$ cat src/rtl/tgd_pkg.sv
package tgd_pkg;

	// Coordinate format: signed degrees with this many fraction bits.
	localparam int COORD_FRAC_BITS = 16;

	// Width of the signed value handed to the angle converter.
	localparam int COORD_W = 26;

	// Degree-to-binary-angle conversion: (r << TURN_SHIFT + 180) / 360.
	localparam int TURN_SHIFT = 32 - COORD_FRAC_BITS;
	localparam int TURN_DIV   = 45;
	localparam int TURN_BIAS  = 180 >> 3;
	localparam int FRAC_W     = TURN_SHIFT - 3;
	localparam int QUO_W      = COORD_FRAC_BITS + 3;
	localparam int RES_W      = COORD_FRAC_BITS + 9;
	localparam int REM_W      = $clog2(TURN_DIV);
	localparam logic [RES_W-1:0] TURN_MOD = RES_W'(360 << COORD_FRAC_BITS);

	// Reciprocal of 45 for the reduced coordinate.
	localparam int RECIP_SHIFT = COORD_FRAC_BITS + 20;
	localparam int RECIP_W     = COORD_FRAC_BITS + 15;
	localparam logic [RECIP_W-1:0] RECIP =
		RECIP_W'(((64'd1 << RECIP_SHIFT) + 64'(TURN_DIV - 1)) / 64'(TURN_DIV));

	typedef logic [FRAC_W-1:0] frac_tbl_t [TURN_DIV];

	function automatic frac_tbl_t build_frac_tbl();
		frac_tbl_t t;
		for (int i = 0; i < TURN_DIV; i++) begin
			t[i] = FRAC_W'(((i << FRAC_W) + TURN_BIAS) / TURN_DIV);
		end
		return t;
	endfunction

	localparam frac_tbl_t FRAC_TBL = build_frac_tbl();

	// CORDIC datapath.
	localparam int CW = 34;
	localparam logic [31:0] CORDIC_GAIN_INV = 32'd652032874;
	localparam logic [31:0] ATAN_TURN [32] = '{
		32'd536870912, 32'd316933406, 32'd167458907, 32'd85004756, 32'd42667331,
		32'd21354465, 32'd10679838, 32'd5340245, 32'd2670163, 32'd1335087,
		32'd667544, 32'd333772, 32'd166886, 32'd83443, 32'd41722, 32'd20861,
		32'd10430, 32'd5215, 32'd2608, 32'd1304, 32'd652, 32'd326, 32'd163,
		32'd81, 32'd41, 32'd20, 32'd10, 32'd5, 32'd3, 32'd1, 32'd1, 32'd0
	};

	// Integer square root of a Q60 value.
	localparam int SQ_IN_W   = 61;
	localparam int ISQ_W     = 62;
	localparam int ISQ_STEPS = 31;
	localparam int ROOT_W    = 31;

	// Distance scaling: round(256 * 6371 * 4 * pi) and the half circumference.
	localparam logic [24:0] DIST_SCALE = 25'd20495449;
	localparam logic [22:0] HALF_CIRC  = 23'd5123862;
	localparam int DIST_W = 23;

	typedef enum logic [1:0] {
		REG_CENTER_LAT = 2'd0,
		REG_CENTER_LON = 2'd1,
		REG_RADIUS     = 2'd2
	} cfg_reg_t;

endpackage

$ cat src/rtl/tgd_turn.sv
module tgd_turn (
	input  logic                                 clk,
	input  logic                                 en,
	input  logic signed [tgd_pkg::COORD_W-1:0]   coord,
	output logic        [31:0]                   turn
);

	localparam int XW = tgd_pkg::COORD_W + 1;
	localparam int PW = tgd_pkg::RES_W + tgd_pkg::RECIP_W;

	logic signed [XW-1:0] xw;
	logic signed [XW-1:0] mw;
	logic signed [XW-1:0] rw;

	logic [tgd_pkg::RES_W-1:0] r_s1;
	logic [tgd_pkg::RES_W-1:0] r_s2;
	logic [tgd_pkg::QUO_W-1:0] qa_s2;
	logic [tgd_pkg::QUO_W-1:0] qa_s3;
	logic [tgd_pkg::REM_W-1:0] ra_s3;
	logic [PW-1:0]             qprod;
	logic [tgd_pkg::RES_W-1:0] rem;

	assign xw = {coord[tgd_pkg::COORD_W-1], coord};
	assign mw = signed'(XW'(tgd_pkg::TURN_MOD));

	// Reduce into one turn of degrees.
	always_comb begin
		if (xw < -mw) begin
			rw = xw + (mw <<< 1);
		end else if (xw < 0) begin
			rw = xw + mw;
		end else if (xw >= mw) begin
			rw = xw - mw;
		end else begin
			rw = xw;
		end
	end

	assign qprod = PW'(r_s1) * PW'(tgd_pkg::RECIP);
	assign rem   = r_s2 - tgd_pkg::RES_W'(qa_s2 * tgd_pkg::TURN_DIV);

	always_ff @(posedge clk) begin
		if (en) begin
			r_s1  <= rw[tgd_pkg::RES_W-1:0];
			r_s2  <= r_s1;
			qa_s2 <= qprod[tgd_pkg::RECIP_SHIFT +: tgd_pkg::QUO_W];
			qa_s3 <= qa_s2;
			ra_s3 <= rem[tgd_pkg::REM_W-1:0];
			turn  <= {qa_s3, tgd_pkg::FRAC_TBL[ra_s3]};
		end
	end

endmodule

$ cat config.mk
export PLATFORM = sky130hd
export DESIGN_NAME = tgd_turn
export DESIGN_NICKNAME = d
export VERILOG_FILES = /design/src/rtl/tgd_pkg.sv /design/src/rtl/tgd_turn.sv
export SDC_FILE = /design/constraint.sdc
export NUM_CORES = 1
export LEC_CHECK = 0
export ABC_AREA = 1
export BUFFER_PORTS_ARGS = -buffer_cell sky130_fd_sc_hd__buf_2
export CORE_UTILIZATION = 41
export CTS_BUF_LIST = sky130_fd_sc_hd__clkbuf_4
export CTS_CLUSTER_DIAMETER = 30
export DETAILED_ROUTE_END_ITERATION = 10
export GPL_ROUTABILITY_DRIVEN = 1
export SLEW_MARGIN = 10
export SYNTH_ARGS = -nofsm -noshare
export SYNTH_HDL_FRONTEND = slang
export SYNTH_SLANG_ARGS = --single-unit
export TNS_END_PERCENT = 100
$ cat constraint.sdc
create_clock -name clk -period 10.88 [get_ports clk]
set_input_delay 2.176 -clock clk [delete_from_list [all_inputs] [get_ports clk]]
set_output_delay 2.176 -clock clk [all_outputs]
set_load 0.005 [all_outputs]
; After elaboration in Yosys (flattened, before gate mapping)
; Memory sizes are Yosys's and may differ from the RTL's. A register that Yosys moved wholly into a read port is not among the register bits.
; Cells that the tools add are included.
[classes]
n_mux = 5
n_lt_le_gt_ge = 4
n_bitwise = 1
multipliers = 2
n_addsub = 4
[op_table]
columns = cell, n
row1 = 25-bit two-way mux, 3
row2 = "25-bit by 29-bit multiplier with 53-bit output, second input constant", 1
row3 = "25-bit adder, second input constant", 2
row4 = "26-bit greater-or-equal comparator, second input constant", 1
row5 = "26-bit by 1-bit less-than comparator with 1-bit output, second input constant", 1
row6 = "26-bit less-than comparator, second input constant", 1
row7 = 13-bit two-way mux, 2
row8 = "25-bit subtractor, second input constant", 1
row9 = "19-bit by 6-bit multiplier with 6-bit output, second input constant", 1
row10 = "7-bit greater-or-equal comparator, second input constant", 1
row11 = 6-bit NOT with 7-bit output, 1
row12 = 6-bit subtractor, 1
[word_totals]
elab_cells = 23
input_bits = 28
mem_count = 1
rom_bits = 832
output_inout_bits = 32
ff_bits = 107
[memory_table]
columns = memory, words, word_bits, read_ports, rd_clocked_by_memory_dff, write_ports, line_no
row1 = (no name shown), 64, 13, 1, 1, 0, tgd_turn.sv:49  ; turn <= {qa_s3, tgd_pkg::FRAC_TBL[ra_s3]};

; Depth between registers and ports, before layout
; Gate-level depths: netlist of the first run.
[logic_depth]
depth_word = 4
ltp_mapped = 26
depth_no_buf = 26

; Worst setup path after synthesis of the first run
; Ideal clock, no wire load.
[synth_path]
kind = reg-to-reg
startpoint = register r_s1[22] (netlist bit)
endpoint = register qa_s2[9] (netlist bit) (data pin)
synth_period_minus_slack_ns = 5.429
slack_ns = 5.451
path_stages_with_launch = 22
setup_ns = 0.252
required_ns = 10.628
arrival_time_ns = 5.177
n_path_buf = 0
path_cell_list = edfxtp_1 fa_1 inv_1 fa_1 inv_1 fa_1 inv_1 fa_1 inv_1 fa_1 fa_1 fa_1 ha_1 nand2_1 nor2_1 nand2_1 nor3_1 nand2_1 nor2_1 nor2_1 nand3_1 nand2_1
[synth_between]
elab_chain_len = 1
[synth_rtl]
columns = item, line_no
row1 = from (decl), tgd_turn.sv:15  ; logic [tgd_pkg::RES_W-1:0] r_s1;
row2 = from (signal assigned), tgd_turn.sv:44  ; r_s1 <= rw[tgd_pkg::RES_W-1:0];
row3 = 25-bit by 29-bit multiplier with 53-bit output, tgd_turn.sv:39  ; assign qprod = PW'(r_s1) * PW'(tgd_pkg::RECIP);
row4 = net qprod[45], tgd_turn.sv:20  ; logic [PW-1:0] qprod;
row5 = to (signal assigned), tgd_turn.sv:46  ; qa_s2 <= qprod[tgd_pkg::RECIP_SHIFT +: tgd_pkg::QUO_W];
row6 = to (decl), tgd_turn.sv:17  ; logic [tgd_pkg::QUO_W-1:0] qa_s2;
; The timed path passes the listed nets, and every way through them passes these cells.
; A chain may end at the register's enable or synchronous reset.

; Worst setup path in the final report of the first run
[layout_path]
startpoint = register r_s1[7] (netlist bit)
endpoint = register qa_s2[9] (netlist bit) (data pin)
; Same word-level chain as after synthesis.

==> results of run 1 <==
-- final timing paths --
check,start,to,slack [ns]
setup / recovery,r_s1[7],qa_s2[9],4.68
hold / removal,qa_s2[18],qa_s3[18],0.35
setup reg to reg,r_s1[7],qa_s2[9],4.68
hold reg to reg,qa_s2[18],qa_s3[18],0.35
-- state kept, by name, indices dropped and copies added, names as in the netlist --
signal  flops
qa_s3      19
ra_s3       6
r_s1       25
r_s2        6
qa_s2      19
turn       32
-- cells in the mapped netlist, drive strengths merged, types with 5 or more instances --
master  count
inv       528
xnor2       7
o21ai      64
a21oi      77
a21o        5
nand3      56
fa        214
nand4      20
edfxtp    107
nor3       25
o21bai     10
ha        271
nand2     300
o21a        7
nor2      118
xor2       15
-- cell families (layout without fill, tap and decap cells) --
| group | count (synthesis) | count (layout) | share of synthesized area |
|---|---|---|---|
| buffers and inverters | 535 | 604 | 0.123 |
| AND/OR/NAND/NOR | 524 | 524 | 0.134 |
| other | 0 | 2 | 0 |
| flip-flops | 107 | 107 | 0.197 |
| AO/OA/AOI/OAI | 184 | 184 | 0.0629 |
| adder cells (fa/ha/maj) | 485 | 485 | 0.471 |
| XOR/XNOR | 22 | 22 | 0.0118 |
-- cell type report --
cell class                 count  area, µm²
timing repair buffer          60        305
multi-input combinational   1215      11100
tap                          518        648
inverter                     528       1980
sequential                   107       3210
antenna                        2       5.00
fill                        3887      21500
clock buffer                  11       82.6
clock inverter                 5       60.1
-- through the flow --
step                 util  cells  hold WS [ns]
floorplan               -   1857         0.400
global placement    0.443   2428         0.406
detailed placement  0.443   2428         0.405
CTS                 0.446   2444         0.360
global route        0.446   2445         0.389
finish              0.447   2446         0.352
-- per-layer routing --
layer	vias to the layer above	wire [µm]
met5	-	0
met3	37	2530
met1	5906	20600
met2	319	21800
met4	0	900
li1	5899	-
==> flow_metrics.tcl, run 1 <==
set metrics [dict create \
    first_iter_violations 933 \
    hold_viol_final 0 \
    ys_seq_area_frac 0.197 \
    numPortBuffers 59 \
    synth-async-reset-ratio 0 \
    numCtsBuffers 9 \
    grt_max_degree 66 \
    crit_buf_inv 4 \
    cp-end-kind "flip-flop" \
    tns_ns 0 \
    cts_sinks 107 \
    vias 12200 \
    antenna_found_initial 2 \
    via_per_inst 4.97 \
    ctsResizeCount 0 \
    cp.required_ns 11.21 \
    rr_worst_depth 21 \
    die_area_um2 40600 \
    ys_seq_elements 107 \
    h-tree-depth 3 \
    clock.fmax_mhz 161 \
    syn_nets 2370 \
    start_kind "flip-flop" \
    worst_slack_ns 4.68 \
    final_cell_mix "inv_1, nand2_1, ha_1" \
    synth_edf_count 107 \
    path_cells "ha_1 -> inv_1 -> fa_1 -> inv_1 -> fa_1 -> inv_1 -> fa_1 -> fa_1 -> fa_1 -> inv_1 -> fa_1 -> ha_1 -> nand2_1 -> nor2_1 -> nand2_1 -> nor3_1 -> nand2_1 -> nor2_1 -> nor2_1 -> nand3_1 -> nand2_1" \
    use_met2 0.403 \
    clk_pin_slew_ns 0.24 \
    hpwlAfterDp_um 40600 \
    post_dp_cell_area_um2 17200 \
    cp.arrival_ns 6.53 \
    synth.area.top_cells "fa_1, ha_1, edfxtp_1, inv_1, nand2_1" \
    tightest_slew_ns 0.882 \
    cts_tree "yes" \
    cp_slowest_cell "edfxtp_1" \
    syn_area_per_cell_um2 8.78 \
    gr-total-overflow 0 \
    synth_top_area_cell "fa_1" \
    met1_usage 0.331 \
    fin_crit_sh 0.570 \
    crit_type "flip-flop to flip-flop" \
    ant_nets 0 \
    clock_skew_ns 0.0784 \
    ys.warnings.count 0 \
    syn_inst 1857 \
    root_buffer "clkbuf_4" \
    syn_to_final_growth_pct 6.58 \
    drc 0 \
    yosys.area.top_type_share 0.263 \
    post_cts_buffers 0 \
    finalCriticalPeriod_ns 6.20 \
    setup_viol 0 \
    place_congestion 1.01 \
    rsz0062_at_grt "no" \
    fp.dieH_um 201 \
    cp.depth 21 \
    slowest_delay_ns 0.61 \
    final_common_cell "inv_1" \
    synth_flop_cell "edfxtp_1" \
    drt-total-wl_um 45800 \
    outcome "finished, final reports clean" \
    firstDrtPassIters 5 \
    grt_pass1_wl_um 73800 \
    final_layout_size_suffix_gt1_frac 0.0472 \
    final_cell_area_um2 17400 \
    final_nets 2434 \
    worst-path-max-fanout 6 \
    ios 60 \
    crit_family "adder cells" \
    wire_per_inst_um 18.7 \
    hp-class "flip-flop to flip-flop" \
    busiest_layer "met2" \
    std_cell_rows 72 \
    holdPathStages 0 \
    relSlewSlack 0.412 \
    clock_path_buffers 2 \
    drv_slew 0 \
    ys_types 37 \
    grt_use_total 0.242 \
    holdBufCountCts 0 \
    post-place-ws_ns 4.79 \
    die_w_um 201 \
    synth_area_um2 16300 \
    maxCapViolCount 0 \
    first_global_vias 13100 \
    worstSkewPairLatency_ns 0.62 \
    start_util 0.419 \
    cp_common_cell "fa_1" \
    core_um2 38900 \
    met3_usage 0.0363 \
]
Power of run 1 is left out: the tool's default activity adds up to more than one toggle a clock period on the data nets, which glitch-free logic cannot reach.
==> inputs of run 2 (changes only) <==
ABC_AREA = 0   (was 1)
clock period = 5.3 ns   (was 10.88 ns; I/O delays follow)
==> run 2 against run 1 <==
The run now ends with setup timing left. Highest routed layer unchanged. Non-clock buffer count increased by 241. Flip-flop and latch count is the same. Cell area increased by 3.7%.
==> flow_metrics.tcl, run 2 <==
set metrics [dict create \
    multi_input_area_um2 10400 \
    final_common_cell "inv_1" \
    reg_top3 "turn x32, r_s1 x25" \
    rsz0062_at_grt "yes" \
    crit_type "flip-flop to flip-flop" \
    cts_sinks 107 \
    std_cell_rows 69 \
    wire_per_inst_um 17.1 \
    setup_viol 19 \
    final_cell_mix "inv_1, ha_1, buf_4" \
    ys.warnings.count 0 \
    gr-total-overflow 0 \
    met1_usage 0.287 \
    final_nets 2189 \
    worstSkewPairLatency_ns 0.56 \
    die_area_um2 36800 \
    hpwlAfterDp_um 31900 \
    synth_top_area_cell "fa_1" \
    drt-total-wl_um 36600 \
    cp.arrival_ns 6.69 \
    syn_nets 1894 \
    largest_reg_flops 32 \
    cp.required_ns 5.73 \
    start_kind "flip-flop" \
    cts_tree "yes" \
    outcome "complete, but fails checks" \
    synth.area.top_cells "fa_1, ha_1, edfxtp_1, inv_1, a21oi_1" \
    ys_seq_elements 107 \
    finalCriticalPeriod_ns 6.25 \
    core_um2 35500 \
    fillerInstances 3227 \
    start_util 0.417 \
    maxCapViolCount 0 \
    first_iter_violations 562 \
    h-tree-depth 3 \
    tightest_slew_ns 0.975 \
    synth_most_common_cell "inv_1" \
    synth_flop_cell "edfxtp_1" \
    violations "setup timing" \
    vias 10300 \
    ys_types 59 \
    syn_inst 1381 \
    clk_pin_slew_ns 0.19 \
    ios 60 \
    hold_viol_final 0 \
    place_congestion 0.923 \
    fin_cells 2143 \
    first_global_vias 10900 \
    regMostFlops "turn" \
    final_layout_size_suffix_gt1_frac 0.224 \
    ant_nets 0 \
    clock_skew_ns 0.0262 \
    yosys.area.top_type_share 0.290 \
    fp.dieH_um 192 \
    utilization 0.508 \
    syn_to_final_growth_pct 21.9 \
    antenna_found_initial 1 \
    busiest_layer "met2" \
    dp.cells 2107 \
    syn_area_per_cell_um2 10.7 \
    worst-path-max-fanout 4 \
    grt_pass1_wl_um 57600 \
    cp-end-kind "flip-flop" \
    synth_edf_count 107 \
    regArea_um2 3210 \
    root_buffer "clkbuf_4" \
    drc 0 \
    synth_area_um2 14800 \
    relSlewSlack 0.350 \
    synth_common_cells "inv_1, ha_1, fa_1" \
    hp-class "flip-flop to flip-flop" \
    numPortBuffers 59 \
    ys_seq_area_frac 0.217 \
    grt_max_degree 64 \
    grt_use_total 0.209 \
    synth-async-reset-ratio 0 \
    clock_path_buffers 2 \
    fin_crit_sh 1.18 \
    met3_usage 0.0291 \
    die_w_um 192 \
    post-place-ws_ns -1.03 \
    clock.fmax_mhz 160 \
    via_per_inst 4.83 \
    use_met2 0.348 \
    worst_slack_ns -0.955 \
    drv_slew 0 \
    firstDrtPassIters 5 \
    numCtsBuffers 9 \
]
==> run 2: changes by cell type after synthesis, sizes merged, moves of 9 or more <==
cell	before	now
nand2	300	39
inv	528	406
nor2	118	32
nand3	56	10
o21ai	64	33
xnor2	7	30
nor3	25	6
clkbuf	4	17
a21o	5	17
a21oi	77	68
==> run 2: final timing paths <==
kind,end,slack [ns],start,depth (start not counted)
max,qa_s2[15],-0.95,r_s1[22],20
min,qa_s3[7],0.44,qa_s2[7],0
max reg2reg,qa_s2[15],-0.95,r_s1[22],20
min reg2reg,qa_s3[7],0.44,qa_s2[7],0
==> run 2: metrics by stage <==
stage / setup TNS (ns) / hold slack (ns) / cell area, µm²
after global routing: -18.11 / 0.457 / 18000
after detailed placement: -15.84 / 0.405 / 17300
final: -15.13 / 0.444 / 18000
after global placement: -14.50 / 0.402 / 17300
after floorplan: -10.18 / 0.400 / 14800
after CTS: -14.78 / 0.448 / 17800
==> run 2: what timing repair did <==
item,CTS,global route
endpoints found under the hold margin,0,0
resized for setup,34,35
pin swaps,28,17
buffers inserted,18,3
hold buffers,0,0
endpoints found under the setup margin,19,19
==> run 2: kinds of logic after synthesis <==
kind of cell	count (synthesis)	synth area share
adder cells (fa/ha/maj)	485	0.519
flip-flops	107	0.217
XOR/XNOR	43	0.0255
buffers and inverters	424	0.108
AND/OR/NAND/NOR	129	0.0427
AO/OA/AOI/OAI	189	0.0839
multiplexers	4	0.00356
==> run 2: critical path: stages, from the launching register on <==
cell,delay (ns)
edfxtp_1,0.45
fa_1,0.57
inv_2,0.05
fa_1,0.51
inv_2,0.05
fa_1,0.53
inv_2,0.05
fa_2,0.53
inv_2,0.04
fa_1,0.49
fa_1,0.43
fa_1,0.54
ha_4,0.23
a21oi_4,0.15
o21ai_2,0.07
a221o_1,0.34
a211o_1,0.30
a21oi_4,0.19
o21ai_4,0.08
or4b_1,0.46
nand4b_1,0.10
==> run 2: layer usage <==
| metal | vias up | wire length (µm) |
|---|---|---|
| met5 | - | 0 |
| met4 | 0 | 469 |
| met3 | 29 | 1480 |
| met2 | 202 | 17400 |
| met1 | 5056 | 17200 |
| li1 | 5053 | - |
==> run 2: layout make-up <==
| cell class | count | share of cell area |
|---|---|---|
| Clock inverter | 7 | 0.00493 |
| Clock buffer | 9 | 0.00375 |
| Sequential cell | 107 | 0.178 |
| Tap cell | 461 | 0.0320 |
| Timing Repair Buffer | 301 | 0.120 |
| Multi-Input combinational cell | 850 | 0.576 |
| Antenna cell | 1 | 0.000139 |
| Inverter | 407 | 0.0848 |
Power of run 2 is left out for the same reason.
==> inputs of run 3 (changes only) <==
CELL_PAD_IN_SITES_DETAIL_PLACEMENT = 0   (was unset)
CELL_PAD_IN_SITES_GLOBAL_PLACEMENT = 1   (was unset)
PLACE_DENSITY_LB_ADDON = 0.1   (was unset)
==> run 3 against run 2 <==
The run still ends with setup timing left. Flip-flop and latch count stayed put. Clock skew grew 0.026 ns. Cell area fell by 0.62%.
==> flow_metrics.tcl, run 3 (synthesized netlist as in run 2, its figures left out) <==
set metrics [dict create \
    clk_pin_slew_ns 0.21 \
    via_per_inst 4.74 \
    relSlewSlack 0.332 \
    final_layout_size_suffix_gt1_frac 0.218 \
    reg_top3 "turn x32, r_s1 x25" \
    r2r_slack_ns -1.11 \
    cp_slowest_cell "fa_1" \
    r2r_end "qa_s2[15]" \
    die_area_um2 36800 \
    min-delay-start "qa_s3[11]" \
    crit_path_start "r_s1[22]" \
    r2r-start "r_s1[22]" \
    path_cells "fa_1 -> inv_1 -> fa_1 -> inv_1 -> fa_1 -> inv_2 -> fa_2 -> inv_2 -> fa_2 -> fa_1 -> fa_1 -> ha_4 -> a21oi_2 -> o21ai_1 -> a221o_1 -> a211o_1 -> a21oi_4 -> o21ai_4 -> or4b_1 -> nand4b_1" \
    first_global_vias 10800 \
    regMostFlops "turn" \
    start_util 0.417 \
    fin_hold_ws_ns 0.438 \
    ios 60 \
    std_cell_rows 69 \
    hold_viol_final 0 \
    grt_max_degree 48 \
    die_w_um 192 \
    multi_input_area_um2 10200 \
    drc 0 \
    place_congestion 0.929 \
    fp.dieH_um 192 \
    firstDrtPassIters 6 \
    cp.depth 20 \
    drv_slew 0 \
    clock_path_buffers 2 \
    largest_reg_flops 32 \
    start_kind "flip-flop" \
    tightest_slew_ns 1.00 \
    post_dp_cell_area_um2 17400 \
    hpwlAfterDp_um 33700 \
    fillerInstances 3320 \
    outcome "complete, but fails checks" \
    rr_worst_depth 20 \
    regArea_um2 3210 \
    hp-class "flip-flop to flip-flop" \
    crit_buf_inv 4 \
    cp.required_ns 5.71 \
    wire_per_inst_um 17.6 \
    syn_to_final_growth_pct 21.1 \
    cp.arrival_ns 6.82 \
    maxCapViolCount 0 \
    grt_use_total 0.218 \
    final_nets 2198 \
    final_cell_area_um2 17900 \
    numPortBuffers 59 \
    vias 10200 \
    root_buffer "clkbuf_4" \
    cp-end-kind "flip-flop" \
    worst-path-max-fanout 5 \
    slowest_delay_ns 0.55 \
    numCtsBuffers 9 \
    clock_skew_ns 0.0521 \
    cp-endpoint "qa_s2[15]" \
    antenna_found_initial 1 \
    h-tree-depth 3 \
    crit_type "flip-flop to flip-flop" \
    cts_sinks 107 \
    final_common_cell "inv_1" \
    cts_tree "yes" \
    drt-total-wl_um 37900 \
    worst_slack_ns -1.11 \
    violations "setup timing" \
    first_iter_violations 366 \
    finalCriticalPeriod_ns 6.41 \
    ant_nets 0 \
    setup_viol 19 \
    final_cell_mix "inv_1, ha_1, buf_4" \
    rsz0062_at_grt "yes" \
    core_um2 35500 \
    grt_pass1_wl_um 59000 \
    cp_common_cell "fa_1" \
    fin_crit_sh 1.21 \
    crit_family "adder cells" \
    worstSkewPairLatency_ns 0.58 \
    gr-total-overflow 0 \
    holdBufCountCts 0 \
    clock.fmax_mhz 156 \
]
[run 3: timing repair]
| action | CTS | global route |
|---|---|---|
| endpoints found under the hold margin | 0 | 0 |
| setup buffers | 9 | 10 |
| gates resized for setup | 20 | 30 |
| setup endpoints to repair | 19 | 19 |
| pin swaps | 11 | 13 |
[run 3: how the worst min path moves through the flow]
stage,cells after the start,to
2_1_floorplan,0,qa_s3[10]
3_3_place_gp,0,qa_s3[14]
3_5_place_dp,0,turn[19]
4_1_cts,0,turn[24]
5_1_grt,0,turn[18]
6_report,0,turn[24]
[run 3: per-layer routing]
layer	vias up	track usage	share of wire
li1	5081	-	-
met1	4988	0.305	0.49
met2	126	0.367	0.48
met3	19	0.0168	0.020
met4	0	0.0467	0.012
met5	-	0	0
[run 3: cell type report]
type,instances,area share
diodes,2,0.000280
clock buffers,10,0.00419
clock inverters,6,0.00266
inverters,407,0.0853
multi-input cells,850,0.572
flip-flops and latches,107,0.180
well taps,461,0.0322
repair buffers,310,0.124
[run 3: through the flow]
stage / util / cells / TNS (ns) / setup slack [ns]
after floorplan: - / 1381 / -10.18 / -0.808
after global placement: 0.490 / 2117 / -16.76 / -1.09
after detailed placement: 0.490 / 2117 / -17.89 / -1.20
after CTS: 0.498 / 2141 / -17.20 / -1.10
after global routing: 0.504 / 2152 / -21.38 / -1.26
final: 0.504 / 2153 / -17.71 / -1.11
Power of run 3 is left out for the same reason.
